$ cat config.mk
export PLATFORM = sky130hd
export DESIGN_NAME = timed_message_queue_with_expiry
export DESIGN_NICKNAME = d
export VERILOG_FILES = /design/src/rtl/core/tmq_pkg.sv /design/src/rtl/core/tmq_mem.sv /design/src/rtl/core/tmq_expiry_cmp.sv /design/src/rtl/core/timed_message_queue_with_expiry.sv
export SDC_FILE = /design/constraint.sdc
export NUM_CORES = 1
export LEC_CHECK = 0
export ABC_AREA = 1
export BUFFER_PORTS_ARGS = -buffer_cell sky130_fd_sc_hd__buf_4
export CORE_UTILIZATION = 45
export CTS_BUF_LIST = sky130_fd_sc_hd__clkbuf_2 sky130_fd_sc_hd__clkbuf_4 sky130_fd_sc_hd__clkbuf_8
export DETAILED_ROUTE_END_ITERATION = 7
export PLACE_DENSITY = 0.63
export SLEW_MARGIN = 20
export SYNTH_ARGS = -nofsm -noshare
export SYNTH_HDL_FRONTEND = slang
export SYNTH_HIERARCHICAL = 1
export SYNTH_SLANG_ARGS = --single-unit
$ cat constraint.sdc
create_clock -name i_clk -period 10.1 [get_ports i_clk]
set_clock_uncertainty 0.05 [all_clocks]
set_input_delay 0.505 -clock i_clk [delete_from_list [all_inputs] [get_ports i_clk]]
set_output_delay 0.505 -clock i_clk [all_outputs]
set_load 0.02 [all_outputs]
$ cat src/rtl/core/tmq_pkg.sv
package tmq_pkg;

    // Operation codes carried in the kind field of an input word.
    localparam logic [1:0] KIND_PUSH  = 2'd0;
    localparam logic [1:0] KIND_TICK  = 2'd1;
    localparam logic [1:0] KIND_CLEAR = 2'd2;

    // Configuration register indexes.
    localparam logic [1:0] CFG_ENABLED      = 2'd0;
    localparam logic [1:0] CFG_ACH_SHOWN    = 2'd1;
    localparam logic [1:0] CFG_NORMAL_DUR   = 2'd2;
    localparam logic [1:0] CFG_ACH_DUR      = 2'd3;

    localparam int unsigned CFG_IDX_W  = 2;
    localparam int unsigned CFG_DATA_W = 8;
    localparam int unsigned DUR_W      = 18;

    // Input word.
    typedef struct packed {
        logic [1:0]  kind;
        logic [31:0] now_ms;
        logic        is_achievement;
        logic [7:0]  message_tag;
    } t_item;

    // Result word.
    typedef struct packed {
        logic [3:0] entry_count;
        logic       accepted;
        logic       suppressed;
        logic       dropped_oldest;
        logic [3:0] expired_count;
        logic [7:0] oldest_tag;
        logic       oldest_is_achievement;
    } t_res;

    // One stored queue entry.
    typedef struct packed {
        logic [7:0]       tag;
        logic             is_ach;
        logic [31:0]      start_ms;
        logic [DUR_W-1:0] dur_ms;
    } t_entry;

    // Sequencer states.
    typedef enum logic [2:0] {
        ST_IDLE,
        ST_DECODE,
        ST_TICK,
        ST_HEAD,
        ST_HCAP,
        ST_OUT
    } t_state;

    // Seconds to milliseconds: s * 1000 = s * 1024 - s * 16 - s * 8.
    function automatic logic [DUR_W-1:0] ms_from_s(input logic [7:0] s);
        logic [DUR_W-1:0] ext;
        ext = DUR_W'(s);
        return (ext << 10) - (ext << 4) - (ext << 3);
    endfunction

endpackage

$ cat src/rtl/core/tmq_mem.sv
module tmq_mem
    import tmq_pkg::*;
#(
    parameter int unsigned DEPTH = 8,
    parameter int unsigned AW    = 3
) (
    input  logic          i_clk,
    input  logic          i_we,
    input  logic [AW-1:0] i_waddr,
    input  t_entry        i_wdata,
    input  logic [AW-1:0] i_raddr,
    output t_entry        o_rdata
);

    t_entry r_mem [DEPTH];
    t_entry r_rdata;

    // Single write port.
    always_ff @(posedge i_clk) begin
        if (i_we) begin
            r_mem[i_waddr] <= i_wdata;
        end
    end

    // Single read port with registered data.
    always_ff @(posedge i_clk) begin
        r_rdata <= r_mem[i_raddr];
    end

    assign o_rdata = r_rdata;

endmodule

$ cat src/rtl/core/tmq_expiry_cmp.sv
module tmq_expiry_cmp
    import tmq_pkg::*;
(
    input  logic [31:0]      i_now_ms,
    input  logic [31:0]      i_start_ms,
    input  logic [DUR_W-1:0] i_dur_ms,
    output logic             o_expired
);

    logic [31:0] elapsed;

    // Wrapping elapsed time compared against the entry lifetime.
    always_comb begin
        elapsed   = i_now_ms - i_start_ms;
        o_expired = (elapsed >= 32'(i_dur_ms));
    end

endmodule

$ cat src/rtl/core/timed_message_queue_with_expiry.sv
// Sequence: a push, clear or ignored word is accepted in ST_IDLE and passes ST_DECODE, ST_HEAD,
// ST_HCAP and ST_OUT; an enabled tick also passes ST_TICK after ST_DECODE, which reads every entry held,
// as the single expiry comparator walks the entries one per cycle from one memory port.
// Throughput: one word at a time; the next word is accepted the cycle after the result is taken.
// Reset (synchronous, active low): queue empty, configuration at defaults, entry memory
// left as it is; no clearing pass is needed.
module timed_message_queue_with_expiry
    import tmq_pkg::*;
#(
    parameter int unsigned QUEUE_DEPTH = 8
) (
    input  logic                  i_clk,
    input  logic                  i_rst_n,
    input  logic                  i_valid,
    output logic                  o_stall,
    input  t_item                 i_item,
    output logic                  o_valid,
    input  logic                  i_stall,
    output t_res                  o_res,
    input  logic                  i_cfg_we,
    input  logic [CFG_IDX_W-1:0]  i_cfg_index,
    input  logic [CFG_DATA_W-1:0] i_cfg_data
);

    localparam int unsigned AW = (QUEUE_DEPTH > 1) ? $clog2(QUEUE_DEPTH) : 1;
    localparam int unsigned CW = $clog2(QUEUE_DEPTH + 1);
    localparam int unsigned SW = CW + 1;

    // Circular index: base plus offset, folded back into the queue depth.
    function automatic logic [AW-1:0] wrap_add(input logic [AW-1:0] base,
                                               input logic [CW-1:0] off);
        logic [SW-1:0] sum;
        sum = SW'(base) + SW'(off);
        if (sum >= SW'(QUEUE_DEPTH)) begin
            sum = sum - SW'(QUEUE_DEPTH);
        end
        return sum[AW-1:0];
    endfunction

    t_state          r_state, n_state;
    t_item           r_in, n_in;
    t_res            r_res, n_res;
    logic [AW-1:0]   r_head, n_head;
    logic [CW-1:0]   r_count, n_count;
    logic [CW-1:0]   r_rd_idx, n_rd_idx;
    logic [CW-1:0]   r_keep, n_keep;
    logic [CW-1:0]   r_expired, n_expired;
    logic            r_rd_vld, n_rd_vld;

    logic            r_enabled;
    logic            r_ach_shown;
    logic [7:0]      r_normal_dur;
    logic [7:0]      r_ach_dur;

    logic            mem_we;
    logic [AW-1:0]   mem_waddr;
    logic [AW-1:0]   mem_raddr;
    t_entry          mem_wdata;
    t_entry          mem_rdata;
    t_entry          new_entry;
    logic            w_expired;
    logic            push_ok;
    logic            is_full;
    logic            rd_issue;

    // Entry store.
    tmq_mem #(
        .DEPTH (QUEUE_DEPTH),
        .AW    (AW)
    ) u_mem (
        .i_clk   (i_clk),
        .i_we    (mem_we),
        .i_waddr (mem_waddr),
        .i_wdata (mem_wdata),
        .i_raddr (mem_raddr),
        .o_rdata (mem_rdata)
    );

    // Shared expiry comparator, fed by the entry just read.
    tmq_expiry_cmp u_cmp (
        .i_now_ms   (r_in.now_ms),
        .i_start_ms (mem_rdata.start_ms),
        .i_dur_ms   (mem_rdata.dur_ms),
        .o_expired  (w_expired)
    );

    // Decode helpers.
    always_comb begin
        push_ok  = (r_in.kind == KIND_PUSH) && r_enabled &&
                   !(r_in.is_achievement && !r_ach_shown);
        is_full  = (r_count == CW'(QUEUE_DEPTH));
        rd_issue = (r_rd_idx != r_count);
        new_entry.tag      = r_in.message_tag;
        new_entry.is_ach   = r_in.is_achievement;
        new_entry.start_ms = r_in.now_ms;
        new_entry.dur_ms   = ms_from_s(r_in.is_achievement ? r_ach_dur : r_normal_dur);
    end

    // Configuration registers.
    always_ff @(posedge i_clk) begin
        if (!i_rst_n) begin
            r_enabled    <= 1'b0;
            r_ach_shown  <= 1'b1;
            r_normal_dur <= 8'd2;
            r_ach_dur    <= 8'd3;
        end else if (i_cfg_we) begin
            case (i_cfg_index)
                CFG_ENABLED: begin
                    r_enabled <= i_cfg_data[0];
                end
                CFG_ACH_SHOWN: begin
                    r_ach_shown <= i_cfg_data[0];
                end
                CFG_NORMAL_DUR: begin
                    r_normal_dur <= i_cfg_data;
                end
                CFG_ACH_DUR: begin
                    r_ach_dur <= i_cfg_data;
                end
                default: begin
                end
            endcase
        end
    end

    // Next state of the sequencer.
    always_comb begin
        n_state = r_state;
        case (r_state)
            ST_IDLE: begin
                if (i_valid) begin
                    n_state = ST_DECODE;
                end
            end
            ST_DECODE: begin
                if ((r_in.kind == KIND_TICK) && r_enabled) begin
                    n_state = ST_TICK;
                end else begin
                    n_state = ST_HEAD;
                end
            end
            ST_TICK: begin
                if (!rd_issue && !r_rd_vld) begin
                    n_state = ST_HEAD;
                end
            end
            ST_HEAD: begin
                n_state = ST_HCAP;
            end
            ST_HCAP: begin
                n_state = ST_OUT;
            end
            ST_OUT: begin
                if (!i_stall) begin
                    n_state = ST_IDLE;
                end
            end
            default: begin
                n_state = ST_IDLE;
            end
        endcase
    end

    // Handshake and memory port controls.
    always_comb begin
        o_stall   = 1'b1;
        o_valid   = 1'b0;
        mem_we    = 1'b0;
        mem_waddr = r_head;
        mem_wdata = new_entry;
        mem_raddr = r_head;
        case (r_state)
            ST_IDLE: begin
                o_stall = 1'b0;
            end
            ST_DECODE: begin
                // When full the oldest slot becomes the new tail.
                if (push_ok) begin
                    mem_we    = 1'b1;
                    mem_waddr = is_full ? r_head : wrap_add(r_head, r_count);
                end
            end
            ST_TICK: begin
                mem_raddr = wrap_add(r_head, r_rd_idx);
                if (r_rd_vld && !w_expired) begin
                    mem_we    = 1'b1;
                    mem_waddr = wrap_add(r_head, r_keep);
                    mem_wdata = mem_rdata;
                end
            end
            ST_OUT: begin
                o_valid = 1'b1;
            end
            default: begin
            end
        endcase
    end

    // Datapath next values.
    always_comb begin
        n_in      = r_in;
        n_res     = r_res;
        n_head    = r_head;
        n_count   = r_count;
        n_rd_idx  = r_rd_idx;
        n_keep    = r_keep;
        n_expired = r_expired;
        n_rd_vld  = 1'b0;
        case (r_state)
            ST_IDLE: begin
                if (i_valid) begin
                    n_in = i_item;
                end
            end
            ST_DECODE: begin
                n_res           = '0;
                n_rd_idx        = '0;
                n_keep          = '0;
                n_expired       = '0;
                n_res.accepted  = push_ok;
                n_res.suppressed = (r_in.kind == KIND_PUSH) && !push_ok;
                if (push_ok) begin
                    if (is_full) begin
                        n_head               = wrap_add(r_head, CW'(1));
                        n_res.dropped_oldest = 1'b1;
                    end else begin
                        n_count = r_count + CW'(1);
                    end
                end else if ((r_in.kind == KIND_CLEAR) && r_enabled) begin
                    n_count = '0;
                end
            end
            ST_TICK: begin
                // Issue one read a cycle; judge the entry read the cycle before.
                if (rd_issue) begin
                    n_rd_idx = r_rd_idx + CW'(1);
                    n_rd_vld = 1'b1;
                end
                if (r_rd_vld) begin
                    if (w_expired) begin
                        n_expired = r_expired + CW'(1);
                    end else begin
                        n_keep = r_keep + CW'(1);
                    end
                end
                if (!rd_issue && !r_rd_vld) begin
                    n_count             = r_keep;
                    n_res.expired_count = 4'(r_expired);
                end
            end
            ST_HCAP: begin
                // Head entry is on the read port now.
                n_res.entry_count = 4'(r_count);
                if (r_count != '0) begin
                    n_res.oldest_tag            = mem_rdata.tag;
                    n_res.oldest_is_achievement = mem_rdata.is_ach;
                end else begin
                    n_res.oldest_tag            = '0;
                    n_res.oldest_is_achievement = 1'b0;
                end
            end
            default: begin
            end
        endcase
    end

    // Control registers.
    always_ff @(posedge i_clk) begin
        if (!i_rst_n) begin
            r_state  <= ST_IDLE;
            r_head   <= '0;
            r_count  <= '0;
            r_rd_vld <= 1'b0;
        end else begin
            r_state  <= n_state;
            r_head   <= n_head;
            r_count  <= n_count;
            r_rd_vld <= n_rd_vld;
        end
    end

    // Payload and working registers.
    always_ff @(posedge i_clk) begin
        r_in      <= n_in;
        r_res     <= n_res;
        r_rd_idx  <= n_rd_idx;
        r_keep    <= n_keep;
        r_expired <= n_expired;
    end

    assign o_res = r_res;

`ifndef SYNTH
    // The queue never holds more than its depth.
    a_count_bound: assert property (@(posedge i_clk) disable iff (!i_rst_n)
        r_count <= CW'(QUEUE_DEPTH))
        else $error("entry count above queue depth");

    // A push is either stored or refused, never both.
    a_push_exclusive: assert property (@(posedge i_clk) disable iff (!i_rst_n)
        o_valid |-> !(o_res.accepted && o_res.suppressed))
        else $error("push both accepted and suppressed");

    // Compaction never writes ahead of the entries already read.
    a_keep_behind: assert property (@(posedge i_clk) disable iff (!i_rst_n)
        (r_state == ST_TICK) |-> (r_keep <= r_rd_idx))
        else $error("compaction write index ahead of read index");

    // An empty queue reports a zero head entry.
    a_empty_head: assert property (@(posedge i_clk) disable iff (!i_rst_n)
        (o_valid && (r_count == '0)) |->
            ((o_res.oldest_tag == '0) && !o_res.oldest_is_achievement))
        else $error("empty queue reports a head entry");

    // A result is held until it is taken.
    a_result_hold: assert property (@(posedge i_clk) disable iff (!i_rst_n)
        (o_valid && i_stall) |=> (o_valid && $stable(o_res)))
        else $error("stalled result changed");
`endif

endmodule
# --- Word-level counts from Yosys, hierarchy flattened ---
# Memories as Yosys holds them, arrays and structs flattened. A register that Yosys moved wholly into a read port is not among the register bits.
# Cells that the tools add are included.
totals:
  ff_bits: 104
  inputBits: 58
  word_cells: 141
  ramBits: 472
  out_inout_bits: 22
  mem_count: 1
op_classes:
  order_cmp: 5
  n_addsub: 15
  reduce_logical: 33
  muxes: 44
  n_eq_ne: 21
memory_table:
  columns: ["name", "words", "word_bits", "rd", "rd_clocked_by_memory_dff", "wr", "line", "text"]
  rows:
  - ["u_mem.r_mem", 8, 59, 1, 1, 1, "tmq_mem.sv:15", "t_entry r_mem [DEPTH];"]
op_table:
  columns: ["op", "n"]
  rows:
  - ["2-to-1 mux 59 bit", 2]
  - ["case mux 4 bit (2 select lines)", 6]
  - ["2-to-1 mux 4 bit", 10]
  - ["2-to-1 mux 3 bit", 11]
  - [">= comparator 32 x 18 -> 1 bit", 1]
  - ["subtractor 32 bit", 1]
  - ["case mux 3 bit (6 select lines)", 1]
  - ["case mux 9 bit (2 select lines)", 1]
  - ["subtractor 18 x 11 -> 18 bit", 1]
  - ["subtractor 18 x 12 -> 18 bit", 1]
  - ["adder 4 x 1 -> 4 bit, second input constant", 4]
  - ["AND reduction 2 bit", 8]
  - ["adder 3 x 4 -> 5 bit", 3]
  - [">= comparator 5 x 4 -> 1 bit, second input constant", 3]
  - ["!= test 2 bit, second input constant", 7]
  - ["AND reduction 3 bit", 4]
  - ["subtractor 3 x 1 -> 3 bit, second input constant", 4]
  - ["2-to-1 mux 1 bit", 9]
  - ["2-to-1 mux 9 bit", 1]
  - ["logical AND 1 bit", 8]
  - ["2-to-1 mux 8 bit", 1]
  - ["equality test 2 bit, second input constant", 3]
  - ["equality test 3 x 2 -> 1 bit, second input constant", 2]
  - ["equality test 3 bit, second input constant", 2]
  - ["15 further kinds", 24]

# --- Depth between registers and ports, before layout ---
logic_depth:
  word_depth: 8
  mapped_depth: 32
  mapped_depth_nobuf: 32

# --- Modules after synthesis ---
# The synthesis kept the hierarchy.
by_module_without_submodules:
  columns: ["module", "n_inst", "cells_each", "seq_area_each_um2", "area_per_inst_um2"]
  rows:
  - ["tmq_mem", 1, 2116, 15354.7, 21768.4]
  - ["timed_message_queue_with_expiry", 1, 746, 2832.7, 5952.0]
  - ["tmq_expiry_cmp", 1, 581, 0.0, 2932.8]

# --- Worst setup path before layout ---
# No wires, ideal clock.
synth_timing:
  path_kind: "register to register"
  from: "reg r_in (netlist bit new_entry[18])"
  to: "mem u_mem/r_mem[4][0] (netlist name) (enable)"
  arrival_time_ns: 5.820
  setup_slack_ns: 3.754
  t_required_ns: 9.574
  path_buffers: 2
  path_stages_with_launch: 30
  synth_period_minus_slack_ns: 6.346
  setup_time_ns: 0.476
  cell_sequence: "edfxtp_1 inv_1 ha_1 inv_1 fa_1 nand2_1 nand3_1 nand3_1 nand2_2 nand2_2 nand2_2 xor2_1 ha_1 a21oi_1 nor2_1 a211oi_1 nand2_1 nand2_1 nand3_1 nor2_1 nand3_1 inv_1 nand3_2 buf_4 buf_6 nand2_1 o221ai_1 inv_1 nand2_1 nor2_1"
synth_via:
  word_cells_on_any_way: 10
  classes_between: "add/sub: 1; order compare: 1; mux: 6; reduce/logical: 2"
synth_lines:
  columns: ["item", "line", "text"]
  rows:
  - ["start, declared", "timed_message_queue_with_expiry.sv:41", "t_item r_in, n_in;"]
  - ["start signal, assigned", "timed_message_queue_with_expiry.sv:284", "r_in <= n_in;"]
  - ["subtractor 32 bit", "tmq_expiry_cmp.sv:14", "elapsed = i_now_ms - i_start_ms;"]
  - [">= comparator 32 x 18 -> 1 bit", "tmq_expiry_cmp.sv:15", "o_expired = (elapsed >= 32'(i_dur_ms));"]
  - ["net w_expired", "timed_message_queue_with_expiry.sv:61", "logic w_expired;"]
  - ["zero test 1 bit", "timed_message_queue_with_expiry.sv:185", "if (r_rd_vld && !w_expired) begin"]
  - ["logical AND 1 bit", "timed_message_queue_with_expiry.sv:185", null]
  - ["2-to-1 mux 3 bit", "timed_message_queue_with_expiry.sv:185", null]
  - ["case mux 3 bit (2 select lines)", "timed_message_queue_with_expiry.sv:172", "case (r_state)"]
  - ["net mem_waddr[1]", "timed_message_queue_with_expiry.sv:56", "logic [AW-1:0] mem_waddr;"]
  - ["end, declared", "tmq_mem.sv:15", null]
# The timed path passes the listed nets, and every way through them passes these cells.

# --- Worst setup path after layout ---
layout_timing:
  from: "reg r_in (netlist bit new_entry[18])"
  to: "mem u_mem/r_mem[2][14] (netlist name) (enable)"
# The elaborated chain is that of the path after synthesis.

==> results.py <==
metrics = {
    "timing": {
        "max_slew_margin": 0.263,
        "rsz0062_at_grt": "no",
        "hold_viol_final": 0,
        "slew_violations": 0,
        "fin_crit_sh": 0.659,
        "max_freq_mhz": 150,
        "final.min_clock_period_ps": 6660,
        "worstMarginPinSlew_ps": 1110,
        "finalSetupViolCount": 0,
        "tns_ps": 0,
    },
    "synth": {
        "synth_area_um2": 30700,
        "syn_nets": 3584,
        "yosys.area.top_type": "edfxtp_1",
        "yosys.area.top_type_share": 0.536,
        "ys_ff_latch": 635,
        "syn_avg_cell_area_um2": 8.90,
        "synth-main-ff-cell": "edfxtp_1",
        "synth_area_leaders": "edfxtp_1 54%, nand2_1 15%, inv_1 8.8%",
        "ys_types": 49,
        "syn_inst": 3443,
        "synth-edff-count": 547,
        "synth_async_sr_flop_share": 0,
        "yosysSeqAreaShare": 0.593,
        "yosys_warnings": 6,
    },
    "die": {
        "core_um2": 67300,
        "num_rows": 95,
        "fp.dieW_um": 263,
        "ios": 80,
        "start_util": 0.456,
        "fp.dieArea_um2": 69200,
        "die_h_um": 263,
    },
    "power_and_ir_drop": {
        "p_total_uw": 8650,
        "cellPowerDensity_nw_per_um2": 249,
        "p_leak_uw": 0.0165,
        "peakVddDrop_v": 0.000239,
    },
    "clocking": {
        "clk_pin_slew_ps": 60,
        "root_buffer": "clkbuf_8",
        "insertion_delay_ps": 740,
        "htreeDepth": 3,
        "numCtsBuffers": 104,
        "ctsResizeCount": 0,
        "cts_sinks": 635,
        "cts_tree": "done",
        "clock_tree.buffer_depth": 3,
    },
    "critical_path": {
        "start_kind": "register",
        "cp.required_ps": 10350,
        "cpMostUsedCell": "nand3_1",
        "crit_path_max_fanout": 45,
        "crit_path_max_incr_delay_ps": 820,
        "crit_slowest_cell": "nor2_4",
        "path_class": "register to register",
        "cp.arrival_ps": 6910,
        "cp-end-kind": "register",
    },
    "placement": {
        "port_buffers": 79,
        "dp_hpwl_mm": 42.1,
        "gp_congestion": 0.887,
    },
    "global_route": {
        "grt_max_degree": 173,
        "grt_pass1_wl_mm": 114,
        "gr-usage-all-layers": 0.210,
        "overflow": 0,
        "antenna_found_initial": 1,
        "grt_pass1_vias": 21000,
    },
    "route": {
        "via_per_inst": 4.75,
        "first_iter_violations": 1641,
        "ant_nets": 0,
        "wl_per_cell_um": 15.7,
        "drc": 0,
        "drt-total-wl_mm": 71.7,
        "vias": 21600,
        "dr.pass1.iters": 5,
    },
    "cells_and_area": {
        "drive_above_1_share": 0.0921,
        "area_growth_pct": 13.5,
        "nNetsFinal": 3731,
        "fill_cells": 6186,
    },
    "status": {
        "status": "finished clean",
    },
    "min_path": {
        "worstHoldPathType": "input port to register",
    },
    "run": {
        "cap_violations": 0,
    },
}
-- stage by stage --
step / util / worst slack [ps] / instance area, um^2 / hold slack [ps] / instances
floorplan: - / 3750 / 30700 / 379 / 3443
global placement: 0.476 / 3540 / 32000 / 392 / 4302
detailed placement: 0.476 / 3420 / 32000 / 391 / 4302
CTS: 0.517 / 3330 / 34800 / 9.70 / 4553
global route: 0.517 / 2770 / 34800 / 46.7 / 4555
finish: 0.517 / 3440 / 34800 / 52.1 / 4555
-- final timing paths --
path | startpoint | end | slack, ps | cells after the start
setup / recovery | new_entry[18]$_DFFE_PP_ | u_mem/r_mem[2][14]$_DFFE_PP_ | 3440 | 30
hold / removal | i_rst_n | r_normal_dur[1]$_SDFFE_PN1P_ | 50 | 2
setup reg to reg | new_entry[18]$_DFFE_PP_ | u_mem/r_mem[2][14]$_DFFE_PP_ | 3440 | 30
hold reg to reg | r_ach_dur[5]$_SDFFE_PN0P_ | r_ach_dur[5]$_SDFFE_PN0P_ | 400 | 2
-- state kept, by name (all words and copies together) (netlist names) --
register       count
r_state            3
r_head             3
new_entry         41
r_count            4
o_res             20
r_normal_dur       8
u_mem/o_rdata     59
u_mem/r_mem      472
r_keep             4
r_ach_dur          8
r_rd_idx           4
r_ach_shown        1
r_in               2
r_enabled          1
r_expired          4
r_rd_vld           1
-- cell families after synthesis --
kind of cell | count (synthesis) | share of synthesized area
xor+xnor | 32 | 0.00914
fa+ha+maj | 83 | 0.0351
simple gates | 1726 | 0.230
buf+inv | 843 | 0.110
mux | 1 | 0.000327
compound gates | 123 | 0.0219
flops | 635 | 0.593
-- cells in the final DEF (no fill, tap or decap), types with 10 or more instances in the layout --
master | netlist | routed
clkbuf_4 | 0 | 38
dfxtp_1 | 88 | 88
xor2_1 | 24 | 23
nand2_2 | 14 | 14
nand2_1 | 1236 | 1236
dlygate4sd3_1 | 0 | 54
nand3_1 | 300 | 300
a21oi_1 | 52 | 52
clkbuf_8 | 0 | 116
clkinv_2 | 0 | 15
nor3_1 | 10 | 10
clkinv_1 | 0 | 15
inv_1 | 721 | 721
ha_1 | 78 | 78
o21ai_0 | 44 | 42
nor2_4 | 2 | 11
edfxtp_1 | 547 | 547
nor2_1 | 126 | 117
buf_4 | 17 | 97
-- cells in the mapped netlist (all sizes together) (2+ instances only) --
library cell / count
a211oi: 2
a21oi: 53
a22oi: 3
a31oi: 2
buf: 95
clkbuf: 17
dfxtp: 88
edfxtp: 547
fa: 5
ha: 78
inv: 731
nand2: 1250
nand3: 304
nand3b: 7
nand4: 8
nor2: 135
nor3: 12
o211ai: 2
o21a: 2
o21ai: 50
o21bai: 5
or2: 6
xnor2: 8
xor2: 24
-- report_power, final --
group | switching [uW] | total, uW | internal [uW] | leakage [uW]
Clock | 1060 | 2370 | 1310 | 0.00120
Combinational | 1920 | 2830 | 902 | 0.00964
Sequential | 158 | 3450 | 3300 | 0.00565
Total | 3140 | 8650 | 5510 | 0.0165
-- critical path: cells and delay by family, from the launching register on --
family | cells | cell delay (ps)
and+or+nand+nor | 16 | 2340
buffers and inverters | 6 | 1890
adders and majority gates | 3 | 770
AOI/OAI and AO/OA | 4 | 610
DFF | 1 | 390
xor gates and xnor gates | 1 | 150
-- layer usage --
metal  wire length, um  GRT usage
met1             32800      0.285
met2             33600      0.345
met3              3700     0.0297
met4              1680     0.0713
met5                 0          0
-- repair_timing --
| item | 4_1_cts | 5_1_grt |
|---|---|---|
| hold buffers | 54 | 0 |
| buffers inserted | 0 | 0 |
| hold endpoints to repair | 63 | 0 |
-- final cells by class --
type                       instances  area [um^2]  share of cell area
antenna                            1         2.50           0.0000719
clock buffer                     154         1880              0.0541
clock inverter                    43          355              0.0102
inverter                         731         2750              0.0791
multi-input combinational       1965         9210               0.265
sequential                       635        18200               0.523
tap                              873         1090              0.0314
timing repair buffer             153         1320              0.0378
Note: power is estimated with default switching activity, not from simulation.
